$ cat config.mk
export PLATFORM = sky130hd
export DESIGN_NAME = bmma_ctrl_flat
export DESIGN_NICKNAME = d
export VERILOG_FILES = /design/src/sv/bmma_pkg.sv /design/src/sv/bmma_if.sv /design/src/sv/bmma_ctrl.sv /design/src/flat_wrapper.sv
export SDC_FILE = /design/constraint.sdc
export NUM_CORES = 1
export LEC_CHECK = 0
export BUFFER_PORTS_ARGS = -buffer_cell sky130_fd_sc_hd__buf_2
export CAP_MARGIN = 20
export CORE_UTILIZATION = 48
export DETAILED_ROUTE_END_ITERATION = 10
export PLACE_DENSITY_LB_ADDON = 0.05
export SETUP_SLACK_MARGIN = 0.1
export SLEW_MARGIN = 15
export SYNTH_ARGS = -nofsm -noshare
export SYNTH_HDL_FRONTEND = slang
export SYNTH_SLANG_ARGS = --single-unit
$ cat constraint.sdc
create_clock -name clk -period 8.8 [get_ports clk]
set_input_delay 0.44 -clock clk [delete_from_list [all_inputs] [get_ports clk]]
set_output_delay 0.44 -clock clk [all_outputs]
set_load 0.005 [all_outputs]
$ cat src/sv/bmma_pkg.sv
`timescale 1ns / 1ps
`default_nettype none

package bmma_pkg;

  // default matrix dimension
  localparam int BMMA_MAX_DIM_DEF = 8;

  // field widths
  localparam int CMD_W      = 2;
  localparam int IDX_W      = 3;
  localparam int VAL_W      = 40;
  localparam int OPD_W      = 16;
  localparam int PROD_W     = 32;
  localparam int KDIM_W     = 4;
  localparam int CFG_IDX_W  = 3;
  localparam int CFG_DATA_W = 4;

  // input commands
  localparam logic [CMD_W-1:0] CMD_WRITE_A = 2'd0;
  localparam logic [CMD_W-1:0] CMD_WRITE_B = 2'd1;
  localparam logic [CMD_W-1:0] CMD_WRITE_C = 2'd2;
  localparam logic [CMD_W-1:0] CMD_COMPUTE = 2'd3;

  // configuration register indexes
  localparam logic [CFG_IDX_W-1:0] CFG_COMMON_DIM = 3'd0;
  localparam logic [CFG_IDX_W-1:0] CFG_ROW_FIRST  = 3'd1;
  localparam logic [CFG_IDX_W-1:0] CFG_ROW_LAST   = 3'd2;
  localparam logic [CFG_IDX_W-1:0] CFG_COL_FIRST  = 3'd3;
  localparam logic [CFG_IDX_W-1:0] CFG_COL_LAST   = 3'd4;

  // configuration reset values
  localparam logic [KDIM_W-1:0] RST_COMMON_DIM = 4'd8;
  localparam logic [IDX_W-1:0]  RST_ROW_FIRST  = 3'd0;
  localparam logic [IDX_W-1:0]  RST_ROW_LAST   = 3'd7;
  localparam logic [IDX_W-1:0]  RST_COL_FIRST  = 3'd0;
  localparam logic [IDX_W-1:0]  RST_COL_LAST   = 3'd7;

  typedef logic signed [OPD_W-1:0]  opd_t;
  typedef logic signed [PROD_W-1:0] prod_t;
  typedef logic signed [VAL_W-1:0]  acc_t;

  localparam acc_t ACC_MAX = {1'b0, {(VAL_W-1){1'b1}}};
  localparam acc_t ACC_MIN = {1'b1, {(VAL_W-1){1'b0}}};

  typedef struct packed {
    logic [KDIM_W-1:0] common_dim;
    logic [IDX_W-1:0]  row_first;
    logic [IDX_W-1:0]  row_last;
    logic [IDX_W-1:0]  col_first;
    logic [IDX_W-1:0]  col_last;
  } cfg_t;

  // operand memory half-word write enables
  typedef struct packed {
    logic we_a;
    logic we_b;
  } op_wr_t;

  // multiply-accumulate pipeline controls
  typedef struct packed {
    logic load_c;
    logic mul_en;
  } mac_ctl_t;

  // accumulate with saturation to the signed accumulator range
  function automatic acc_t sat_add(acc_t acc, prod_t p);
    logic signed [VAL_W:0] sum;
    sum = {acc[VAL_W-1], acc} + {{(VAL_W+1-PROD_W){p[PROD_W-1]}}, p};
    if (sum[VAL_W] != sum[VAL_W-1]) begin
      sat_add = sum[VAL_W] ? ACC_MIN : ACC_MAX;
    end else begin
      sat_add = sum[VAL_W-1:0];
    end
  endfunction

endpackage

`default_nettype wire

$ cat src/sv/bmma_if.sv
`timescale 1ns / 1ps
`default_nettype none

// element and command channel
interface bmma_in_if import bmma_pkg::*; ();
  logic                    valid;
  logic                    ready;
  logic [CMD_W-1:0]        command;
  logic [IDX_W-1:0]        row;
  logic [IDX_W-1:0]        col;
  logic signed [VAL_W-1:0] value;

  modport source (output valid, output command, output row, output col, output value,
                  input ready);
  modport sink   (input valid, input command, input row, input col, input value,
                  output ready);
endinterface

// result channel
interface bmma_out_if import bmma_pkg::*; ();
  logic                    valid;
  logic                    ready;
  logic [IDX_W-1:0]        out_row;
  logic [IDX_W-1:0]        out_col;
  logic signed [VAL_W-1:0] out_value;
  logic                    last;

  modport source (output valid, output out_row, output out_col, output out_value,
                  output last, input ready);
  modport sink   (input valid, input out_row, input out_col, input out_value,
                  input last, output ready);
endinterface

`default_nettype wire

$ cat src/sv/bmma_ctrl.sv
`timescale 1ns / 1ps
`default_nettype none

module bmma_ctrl import bmma_pkg::*; #(
  parameter int  MAX_DIM = BMMA_MAX_DIM_DEF,
  localparam int DEPTH   = MAX_DIM * MAX_DIM,
  localparam int AW      = $clog2(DEPTH)
) (
  input  logic              clk,
  input  logic              rst_n,
  input  cfg_t              cfg,
  bmma_in_if.sink           in_ch,
  bmma_out_if.source        out_ch,
  output op_wr_t            op_wr,
  output logic [AW-1:0]     op_waddr,
  output opd_t              op_wdata,
  output logic              op_re,
  output logic [AW-1:0]     op_raddr_a,
  output logic [AW-1:0]     op_raddr_b,
  output logic              acc_we,
  output logic [AW-1:0]     acc_waddr,
  output acc_t              acc_wdata,
  output logic              acc_re,
  output logic [AW-1:0]     acc_raddr,
  output mac_ctl_t          mac_ctl,
  input  acc_t              mac_acc,
  input  logic              mac_busy
);

  localparam logic [2:0] S_CLEAR = 3'd0;
  localparam logic [2:0] S_IDLE  = 3'd1;
  localparam logic [2:0] S_START = 3'd2;
  localparam logic [2:0] S_MAC   = 3'd3;
  localparam logic [2:0] S_WAIT  = 3'd4;
  localparam logic [2:0] S_EMIT  = 3'd5;

  // largest usable row or column index
  localparam logic [IDX_W-1:0] IDX_CAP = (MAX_DIM >= 2**IDX_W) ?
                                         IDX_W'(2**IDX_W - 1) : IDX_W'(MAX_DIM - 1);
  // largest usable term count
  localparam logic [KDIM_W-1:0] KDIM_CAP = (MAX_DIM >= 2**KDIM_W - 1) ?
                                           KDIM_W'(2**KDIM_W - 1) : KDIM_W'(MAX_DIM);
  localparam logic [AW-1:0] DIM_A     = AW'(MAX_DIM);
  localparam logic [AW-1:0] LAST_ADDR = AW'(DEPTH - 1);

  function automatic logic [AW-1:0] addr_of(logic [AW-1:0] r, logic [AW-1:0] c);
    addr_of = r * DIM_A + c;
  endfunction

  logic [2:0]        state_r, state_nxt;
  logic [AW-1:0]     clr_addr_r, clr_addr_nxt;
  logic [IDX_W-1:0]  r_r, r_nxt;
  logic [IDX_W-1:0]  c_r, c_nxt;
  logic [IDX_W-1:0]  c_first_r, c_first_nxt;
  logic [IDX_W-1:0]  r_hi_r, r_hi_nxt;
  logic [IDX_W-1:0]  c_hi_r, c_hi_nxt;
  logic [KDIM_W-1:0] kdim_r, kdim_nxt;
  logic [KDIM_W-1:0] k_r, k_nxt;
  logic              ab_v_r, c_v_r;
  logic              out_valid_r, out_valid_nxt;
  logic [IDX_W-1:0]  out_row_r, out_col_r;
  acc_t              out_value_r;
  logic              out_last_r;

  logic              in_acc, idx_ok, blk_empty, start_blk, issue, emit_go, is_last;
  logic [IDX_W-1:0]  r_hi, c_hi;
  logic [KDIM_W-1:0] kdim, k_inc;
  logic [AW-1:0]     in_addr, cur_addr;

  // input transfer and write decode
  assign in_ch.ready = (state_r == S_IDLE);
  assign in_acc      = in_ch.valid && in_ch.ready;
  assign idx_ok      = (in_ch.row <= IDX_CAP) && (in_ch.col <= IDX_CAP);
  assign in_addr     = addr_of(AW'(in_ch.row), AW'(in_ch.col));

  assign op_wr.we_a = in_acc && (in_ch.command == CMD_WRITE_A) && idx_ok;
  assign op_wr.we_b = in_acc && (in_ch.command == CMD_WRITE_B) && idx_ok;
  assign op_waddr   = in_addr;
  assign op_wdata   = in_ch.value[OPD_W-1:0];

  // block bounds from the registers, clipped to the array
  assign r_hi      = (cfg.row_last > IDX_CAP) ? IDX_CAP : cfg.row_last;
  assign c_hi      = (cfg.col_last > IDX_CAP) ? IDX_CAP : cfg.col_last;
  assign kdim      = (int'(cfg.common_dim) > MAX_DIM) ? KDIM_CAP : cfg.common_dim;
  assign blk_empty = (cfg.row_first > cfg.row_last) || (cfg.col_first > cfg.col_last) ||
                     (cfg.row_first > IDX_CAP) || (cfg.col_first > IDX_CAP);
  assign start_blk = in_acc && (in_ch.command == CMD_COMPUTE) && !blk_empty;

  // operand reads, one term per cycle
  assign issue      = ((state_r == S_START) && (kdim_r != '0)) || (state_r == S_MAC);
  assign k_inc      = k_r + 1'b1;
  assign op_re      = issue;
  assign op_raddr_a = addr_of(AW'(r_r), AW'(k_r));
  assign op_raddr_b = addr_of(AW'(k_r), AW'(c_r));

  // element finish
  assign cur_addr = addr_of(AW'(r_r), AW'(c_r));
  assign emit_go  = (state_r == S_EMIT) && (!out_valid_r || out_ch.ready);
  assign is_last  = (r_r == r_hi_r) && (c_r == c_hi_r);

  // accumulator memory: clear pass, direct load, or write-back of the sum
  assign acc_re    = (state_r == S_START);
  assign acc_raddr = cur_addr;
  always_comb begin
    acc_we    = 1'b0;
    acc_waddr = cur_addr;
    acc_wdata = mac_acc;
    if (state_r == S_CLEAR) begin
      acc_we    = 1'b1;
      acc_waddr = clr_addr_r;
      acc_wdata = '0;
    end else if (in_acc && (in_ch.command == CMD_WRITE_C) && idx_ok) begin
      acc_we    = 1'b1;
      acc_waddr = in_addr;
      acc_wdata = in_ch.value;
    end else if (emit_go) begin
      acc_we = 1'b1;
    end
  end

  assign mac_ctl.load_c = c_v_r;
  assign mac_ctl.mul_en = ab_v_r;

  // sequencer
  always_comb begin
    state_nxt    = state_r;
    clr_addr_nxt = clr_addr_r;
    r_nxt        = r_r;
    c_nxt        = c_r;
    c_first_nxt  = c_first_r;
    r_hi_nxt     = r_hi_r;
    c_hi_nxt     = c_hi_r;
    kdim_nxt     = kdim_r;
    k_nxt        = k_r;
    case (state_r)
      S_CLEAR: begin
        clr_addr_nxt = clr_addr_r + 1'b1;
        if (clr_addr_r == LAST_ADDR) begin
          state_nxt = S_IDLE;
        end
      end
      S_IDLE: begin
        if (start_blk) begin
          r_nxt       = cfg.row_first;
          c_nxt       = cfg.col_first;
          c_first_nxt = cfg.col_first;
          r_hi_nxt    = r_hi;
          c_hi_nxt    = c_hi;
          kdim_nxt    = kdim;
          k_nxt       = '0;
          state_nxt   = S_START;
        end
      end
      S_START, S_MAC: begin
        if (issue) begin
          k_nxt = k_inc;
        end
        state_nxt = (!issue || (k_inc == kdim_r)) ? S_WAIT : S_MAC;
      end
      S_WAIT: begin
        if (!ab_v_r && !c_v_r && !mac_busy) begin
          state_nxt = S_EMIT;
        end
      end
      S_EMIT: begin
        if (emit_go) begin
          if (is_last) begin
            state_nxt = S_IDLE;
          end else begin
            k_nxt     = '0;
            state_nxt = S_START;
            if (c_r == c_hi_r) begin
              c_nxt = c_first_r;
              r_nxt = r_r + 1'b1;
            end else begin
              c_nxt = c_r + 1'b1;
            end
          end
        end
      end
      default: begin
        state_nxt = S_IDLE;
      end
    endcase
  end

  // output register
  always_comb begin
    if (emit_go) begin
      out_valid_nxt = 1'b1;
    end else if (out_ch.ready) begin
      out_valid_nxt = 1'b0;
    end else begin
      out_valid_nxt = out_valid_r;
    end
  end

  // control registers
  always_ff @(posedge clk) begin
    if (!rst_n) begin
      state_r     <= S_CLEAR;
      clr_addr_r  <= '0;
      r_r         <= '0;
      c_r         <= '0;
      c_first_r   <= '0;
      r_hi_r      <= '0;
      c_hi_r      <= '0;
      kdim_r      <= '0;
      k_r         <= '0;
      ab_v_r      <= 1'b0;
      c_v_r       <= 1'b0;
      out_valid_r <= 1'b0;
    end else begin
      state_r     <= state_nxt;
      clr_addr_r  <= clr_addr_nxt;
      r_r         <= r_nxt;
      c_r         <= c_nxt;
      c_first_r   <= c_first_nxt;
      r_hi_r      <= r_hi_nxt;
      c_hi_r      <= c_hi_nxt;
      kdim_r      <= kdim_nxt;
      k_r         <= k_nxt;
      ab_v_r      <= issue;
      c_v_r       <= acc_re;
      out_valid_r <= out_valid_nxt;
    end
  end

  // result payload
  always_ff @(posedge clk) begin
    if (emit_go) begin
      out_row_r   <= r_r;
      out_col_r   <= c_r;
      out_value_r <= mac_acc;
      out_last_r  <= is_last;
    end
  end

  assign out_ch.valid     = out_valid_r;
  assign out_ch.out_row   = out_row_r;
  assign out_ch.out_col   = out_col_r;
  assign out_ch.out_value = out_value_r;
  assign out_ch.last      = out_last_r;

endmodule

`default_nettype wire

$ cat src/flat_wrapper.sv
// flat-port wrapper written by rule: the top's interface ports become plain ports
module bmma_ctrl_flat import bmma_pkg::*;
#(
  parameter int  MAX_DIM = BMMA_MAX_DIM_DEF,
  localparam int DEPTH   = MAX_DIM * MAX_DIM,
  localparam int AW      = $clog2(DEPTH)
)
  (clk, rst_n, cfg, op_wr, op_waddr, op_wdata, op_re, op_raddr_a, op_raddr_b, acc_we, acc_waddr, acc_wdata, acc_re, acc_raddr, mac_ctl, mac_acc, mac_busy, in_ch_valid, in_ch_command, in_ch_row, in_ch_col, in_ch_value, in_ch_ready, out_ch_valid, out_ch_out_row, out_ch_out_col, out_ch_out_value, out_ch_last, out_ch_ready);
  bmma_in_if in_ch_i ();
  bmma_out_if out_ch_i ();
  input  logic clk;
  input  logic rst_n;
  input  cfg_t cfg;
  output op_wr_t op_wr;
  output logic [AW-1:0] op_waddr;
  output opd_t op_wdata;
  output logic op_re;
  output logic [AW-1:0] op_raddr_a;
  output logic [AW-1:0] op_raddr_b;
  output logic acc_we;
  output logic [AW-1:0] acc_waddr;
  output acc_t acc_wdata;
  output logic acc_re;
  output logic [AW-1:0] acc_raddr;
  output mac_ctl_t mac_ctl;
  input  acc_t mac_acc;
  input  logic mac_busy;
  input wire logic [$bits(in_ch_i.valid)-1:0] in_ch_valid;
  input wire logic [$bits(in_ch_i.command)-1:0] in_ch_command;
  input wire logic [$bits(in_ch_i.row)-1:0] in_ch_row;
  input wire logic [$bits(in_ch_i.col)-1:0] in_ch_col;
  input wire logic [$bits(in_ch_i.value)-1:0] in_ch_value;
  output wire logic [$bits(in_ch_i.ready)-1:0] in_ch_ready;
  output wire logic [$bits(out_ch_i.valid)-1:0] out_ch_valid;
  output wire logic [$bits(out_ch_i.out_row)-1:0] out_ch_out_row;
  output wire logic [$bits(out_ch_i.out_col)-1:0] out_ch_out_col;
  output wire logic [$bits(out_ch_i.out_value)-1:0] out_ch_out_value;
  output wire logic [$bits(out_ch_i.last)-1:0] out_ch_last;
  input wire logic [$bits(out_ch_i.ready)-1:0] out_ch_ready;
  assign in_ch_i.valid = in_ch_valid;
  assign in_ch_i.command = in_ch_command;
  assign in_ch_i.row = in_ch_row;
  assign in_ch_i.col = in_ch_col;
  assign in_ch_i.value = in_ch_value;
  assign in_ch_ready = in_ch_i.ready;
  assign out_ch_valid = out_ch_i.valid;
  assign out_ch_out_row = out_ch_i.out_row;
  assign out_ch_out_col = out_ch_i.out_col;
  assign out_ch_out_value = out_ch_i.out_value;
  assign out_ch_last = out_ch_i.last;
  assign out_ch_i.ready = out_ch_ready;
  bmma_ctrl #(.MAX_DIM(MAX_DIM)) u_core (.clk(clk), .rst_n(rst_n), .cfg(cfg), .in_ch(in_ch_i), .out_ch(out_ch_i), .op_wr(op_wr), .op_waddr(op_waddr), .op_wdata(op_wdata), .op_re(op_re), .op_raddr_a(op_raddr_a), .op_raddr_b(op_raddr_b), .acc_we(acc_we), .acc_waddr(acc_waddr), .acc_wdata(acc_wdata), .acc_re(acc_re), .acc_raddr(acc_raddr), .mac_ctl(mac_ctl), .mac_acc(mac_acc), .mac_busy(mac_busy));
endmodule
== Word level (Yosys, flattened, before mapping) ==
Cells that the tools add are included.
Word-level totals
  bits in registers: 82
Operators by class
  add/subtract/negate cells: 8
  $lt $le $gt $ge: 9
  equal/unequal tests: 19
  mux-type cells: 34
  reductions and logical operators: 39
Operator list (count)
  $mux 40: 2
  $mux 3: 15
  $mux 4: 5
  $add 6x3->6: 3
  $logic_and 1x1->1: 15
  $pmux 3 s5: 1
  $gt 3x3->1 const B: 4
  $mux 6: 2
  $pmux 3 s2: 2
  $pmux 4 s3: 1
  $reduce_and 5->1: 2
  $ne 2x2->1 const B: 4
  $reduce_and 4->1: 2
  $add 3x1->3 const B: 2
  $add 6x1->6 const B: 1
  $add 6x4->6: 1
  $eq 3x2->1 const B: 2
  $eq 3x3->1: 2
  $eq 3x3->1 const B: 2
  $eq 6x6->1 const B: 1
  $gt 3x3->1: 2
  $le 3x3->1 const B: 2
  $logic_not 1->1: 6
  $logic_or 1x1->1: 6
  16 further kinds: 24

== Depth between registers and ports, before layout ==
  depth in word-level cells: 8
  depth in mapped cells: 10
  mapped depth without buffers: 8

== Least setup slack after synthesis ==
Ideal clock, no wire load.
  kind: flip-flop to flip-flop
  start: register u_core.state_r[2]
  end: register u_core.r_r[2]
  data arrival time: 3598 ps
  required time: 8683 ps
  slack: 5085 ps
  cell stages (with the launch flop): 8
  clock period less this slack: 3715 ps
  path through: dfxtp_1 buf_2 nand3b_1 nor2b_1 nand2_1 nor2_1 o22ai_1 a32o_1
On the way
  elaborated cells on any way between the ends: 13
RTL lines
  from (decl): RTL line bmma_ctrl.sv:50  | logic [2:0] state_r, state_nxt;
  from (signal assigned): RTL line bmma_ctrl.sv:214  | state_r <= state_nxt;
  $eq 3x3->1: RTL line bmma_ctrl.sv:98  | assign emit_go = (state_r == S_EMIT) && (!out_valid_r || out_ch.ready);
  $logic_and 1x1->1: RTL line bmma_ctrl.sv:98
  via u_core.emit_go: RTL line bmma_ctrl.sv:65  | logic in_acc, idx_ok, blk_empty, start_blk, issue, emit_go, is_last;
  $ne 2x1->1 (no source line)
  $reduce_and 5->1 (no source line)
  to (signal assigned): RTL line bmma_ctrl.sv:216  | r_r <= r_nxt;
  to (decl): RTL line bmma_ctrl.sv:52  | logic [IDX_W-1:0] r_r, r_nxt;
The timed path passes the listed nets, and every way through them passes these cells.
A chain may end at the register's enable or synchronous reset.

== Worst setup path in the final report ==
  start: register u_core.state_r[0]
  end: output acc_wdata[32]
On the way
  word-level cells in the longest chain between the ends: 6
  elaborated cells on any way between the ends: 7
Ends and longest elaborated chain
  $eq 3x1->1: RTL line bmma_ctrl.sv:71  | assign in_ch.ready = (state_r == S_IDLE);
  $logic_and 1x1->1: RTL line bmma_ctrl.sv:72  | assign in_acc = in_ch.valid && in_ch.ready;
  $logic_and 1x1->1 (2 in a row): RTL line bmma_ctrl.sv:112  | end else if (in_acc && (in_ch.command == CMD_WRITE_C) && idx_ok) begin
  $mux 40: RTL line bmma_ctrl.sv:112
  $mux 40 (*): RTL line bmma_ctrl.sv:108  | if (state_r == S_CLEAR) begin
  to (decl): RTL line flat_wrapper.sv:22  | output acc_t acc_wdata;
Every way passes the cells marked *; elsewhere a longest branch is shown, timed or not.

==> results_dict.tcl <==
set metrics [dict create \
    r2r_start "u_core.state_r[2]" \
    powerDensity_mw_per_mm2 128 \
    synth_area_leader_cell "edfxtp_1" \
    end_kind "output pin" \
    grt_pass1_vias 3879 \
    fin_cells 796 \
    critical_path_class "flip-flop to output pin" \
    clock.fmax_ghz 0.328 \
    crit_arrival_ns 2.61 \
    r2r_cells 7 \
    status "completed" \
    fin_hold_ws_ns 0.283 \
    min_period_ns 3.05 \
    cts_buffers 9 \
    r2r-end "u_core.r_r[2]" \
    final_nets 804 \
    finalMaxSlewViolations 0 \
    avgSynthCellArea_um2 9.06 \
    grt_max_degree 59 \
    layout_common_cells "250 x buf_2, 123 x nand2_1, 66 x a21oi_1, 47 x edfxtp_1, 35 x dfxtp_1" \
    rsz0062_at_grt "no" \
    cts_resized 0 \
    synth_cell_type_count 44 \
    place_inst 780 \
    hold_path_class "input port to flip-flop" \
    ff_latch_area_mm2 0.00211 \
    netlist_instances 476 \
    clock_latency_ns 0.34 \
    ys.flop_type "edfxtp_1" \
    synthDominantCellAreaShare 0.327 \
    wire_per_inst_um 15.3 \
    tns_ns 0 \
    slew_headroom 0.351 \
    globalRoute.totalOverflow 0 \
    ant_nets 0 \
    start_util 0.495 \
    avgViaCountPerCell 5.25 \
    cap_violations 0 \
    crit_path_start_kind "flip-flop" \
    drc 0 \
    synth.area.top_cells "edfxtp_1 33%, dfxtp_1 16%, nand2_1 11%" \
    design_area_mm2 0.00558 \
    port_buffers 250 \
    dp_hpwl_um 9370 \
    antenna_found_initial 0 \
    postCtsHoldBufs 0 \
    die-width_um 96.8 \
    drt_wl_total_um 12200 \
    gp_congestion 0.896 \
    p_total_uw 714 \
    dieArea_mm2 0.00937 \
    layout-drive-gt1-share 0.408 \
    rows 34 \
    ys_seq_area_frac 0.490 \
    synth_nets 597 \
    boundaryPins 251 \
    hold_violations 0 \
    core_area_mm2 0.00872 \
    async_reset_ff_frac 0 \
    drt_pre_antenna_iters 4 \
    post-route-period-util 0.347 \
    ff2ff_setup_slack_ns 6.08 \
    dpl_cell_area_mm2 0.00539 \
    final_common_cell "buf_2" \
    vias 4176 \
    tightest_slew_ns 0.973 \
    cts-root-buf "clkbuf_8" \
    fillers 772 \
    ys_ff_latch 82 \
    crit_path_end "acc_wdata[32]" \
    synthToLayoutAreaGrowth_pct 29.3 \
    startpoint "u_core.state_r[0]" \
    cts_tree "built" \
    synth_edf_count 47 \
    clk_transition_reported_paths_ns 0.08 \
    track_usage 0.258 \
    p_leak_uw 0.00266 \
    ir_drop_mv 0.0671 \
    grt_pass1_wl_um 19200 \
    n_antenna_cell 0 \
    setup_violations 0 \
    htreeDepth 3 \
    post-cts-setup-buffers 0 \
    die_y_um 96.8 \
    clock_skew_ns 0.0142 \
    cts_sinks 82 \
    multiInputGateArea_mm2 0.00182 \
    crit_fanout 35 \
    ys_warn_count 0 \
    syn_area_mm2 0.00431 \
    first_iter_violations 198 \
    cts_buffer_depth 2 \
    crit_required_ns 8.36 \
]
[worst min-delay path by stage]
stage / depth (start not counted) / slack [ns] / from / end
2_1_floorplan: 2 / 0.43 / u_core.c_first_r[1] / u_core.c_first_r[1]
3_3_place_gp: 2 / 0.44 / u_core.c_first_r[0] / u_core.c_first_r[0]
3_5_place_dp: 2 / 0.45 / u_core.c_first_r[1] / u_core.c_first_r[1]
4_1_cts: 1 / 0.27 / mac_acc[37] / u_core.out_ch.out_value[37]
5_1_grt: 1 / 0.26 / mac_acc[37] / u_core.out_ch.out_value[37]
6_report: 1 / 0.28 / mac_acc[7] / u_core.out_ch.out_value[7]
[cell usage after synthesis (6+ instances only)]
master	count
nand2_1	123
a21oi_1	66
edfxtp_1	47
dfxtp_1	35
buf_4	33
o21ai_0	18
nor2_1	17
inv_1	13
ha_1	12
xnor2_1	12
buf_2	10
clkbuf_1	10
mux2i_1	9
a211oi_1	7
xor2_1	6
[cell type report]
| cell class | count | area share |
|---|---|---|
| Tap cell | 108 | 0.0242 |
| Clock buffer | 13 | 0.0303 |
| Inverter | 13 | 0.00875 |
| Clock inverter | 3 | 0.00247 |
| Multi-Input combinational cell | 323 | 0.326 |
| Sequential cell | 82 | 0.379 |
| Timing Repair Buffer | 254 | 0.230 |
[power by group]
group	total [µW]	switching [µW]	internal [µW]
clock	250	126	124
sequential	406	1.48	405
combinational	57.9	29.2	28.7
total	714	157	558
[sequential cells by signal, summed over array words and instances (netlist names), 3 cells and up]
name	flops
u_core.c_first_r	3
u_core.c_hi_r	3
u_core.c_r	3
u_core.clr_addr_r	6
u_core.k_r	4
u_core.kdim_r	4
u_core.out_ch.out_col	3
u_core.out_ch.out_row	3
u_core.out_ch.out_value	40
u_core.r_hi_r	3
u_core.r_r	3
u_core.state_r	3
[routing by layer]
layer,track usage,part of all wire
met1,0.301,0.40
met3,0.0426,0.049
met2,0.457,0.51
met4,0.130,0.035
met5,0,0
[cells by family after synthesis]
| group | Yosys count | synth area share |
|---|---|---|
| AO/OA/AOI/OAI | 105 | 0.136 |
| buffers and inverters | 71 | 0.0934 |
| flip-flops | 82 | 0.490 |
| multiplexers | 10 | 0.0244 |
| XOR/XNOR | 18 | 0.0366 |
| adder cells (fa/ha/maj) | 12 | 0.0348 |
| AND/OR/NAND/NOR | 178 | 0.185 |
[per-stage QoR]
step | utilization | worst slack (ns)
2_1_floorplan | - | 5.08
3_3_place_gp | 0.619 | 6.18
3_5_place_dp | 0.619 | 6.13
4_1_cts | 0.639 | 5.76
5_1_grt | 0.639 | 5.55
6_report | 0.639 | 5.75
[critical path, cell delays in order, from the launching register on]
cell      delay (ns)
dfxtp_1         0.56
nand2b_4        0.12
nor2_4          0.14
nand4b_1        0.57
buf_4           0.50
nand2_1         0.13
a21oi_1         0.07
buf_2           0.15
Power figures use the tool's default switching activity.
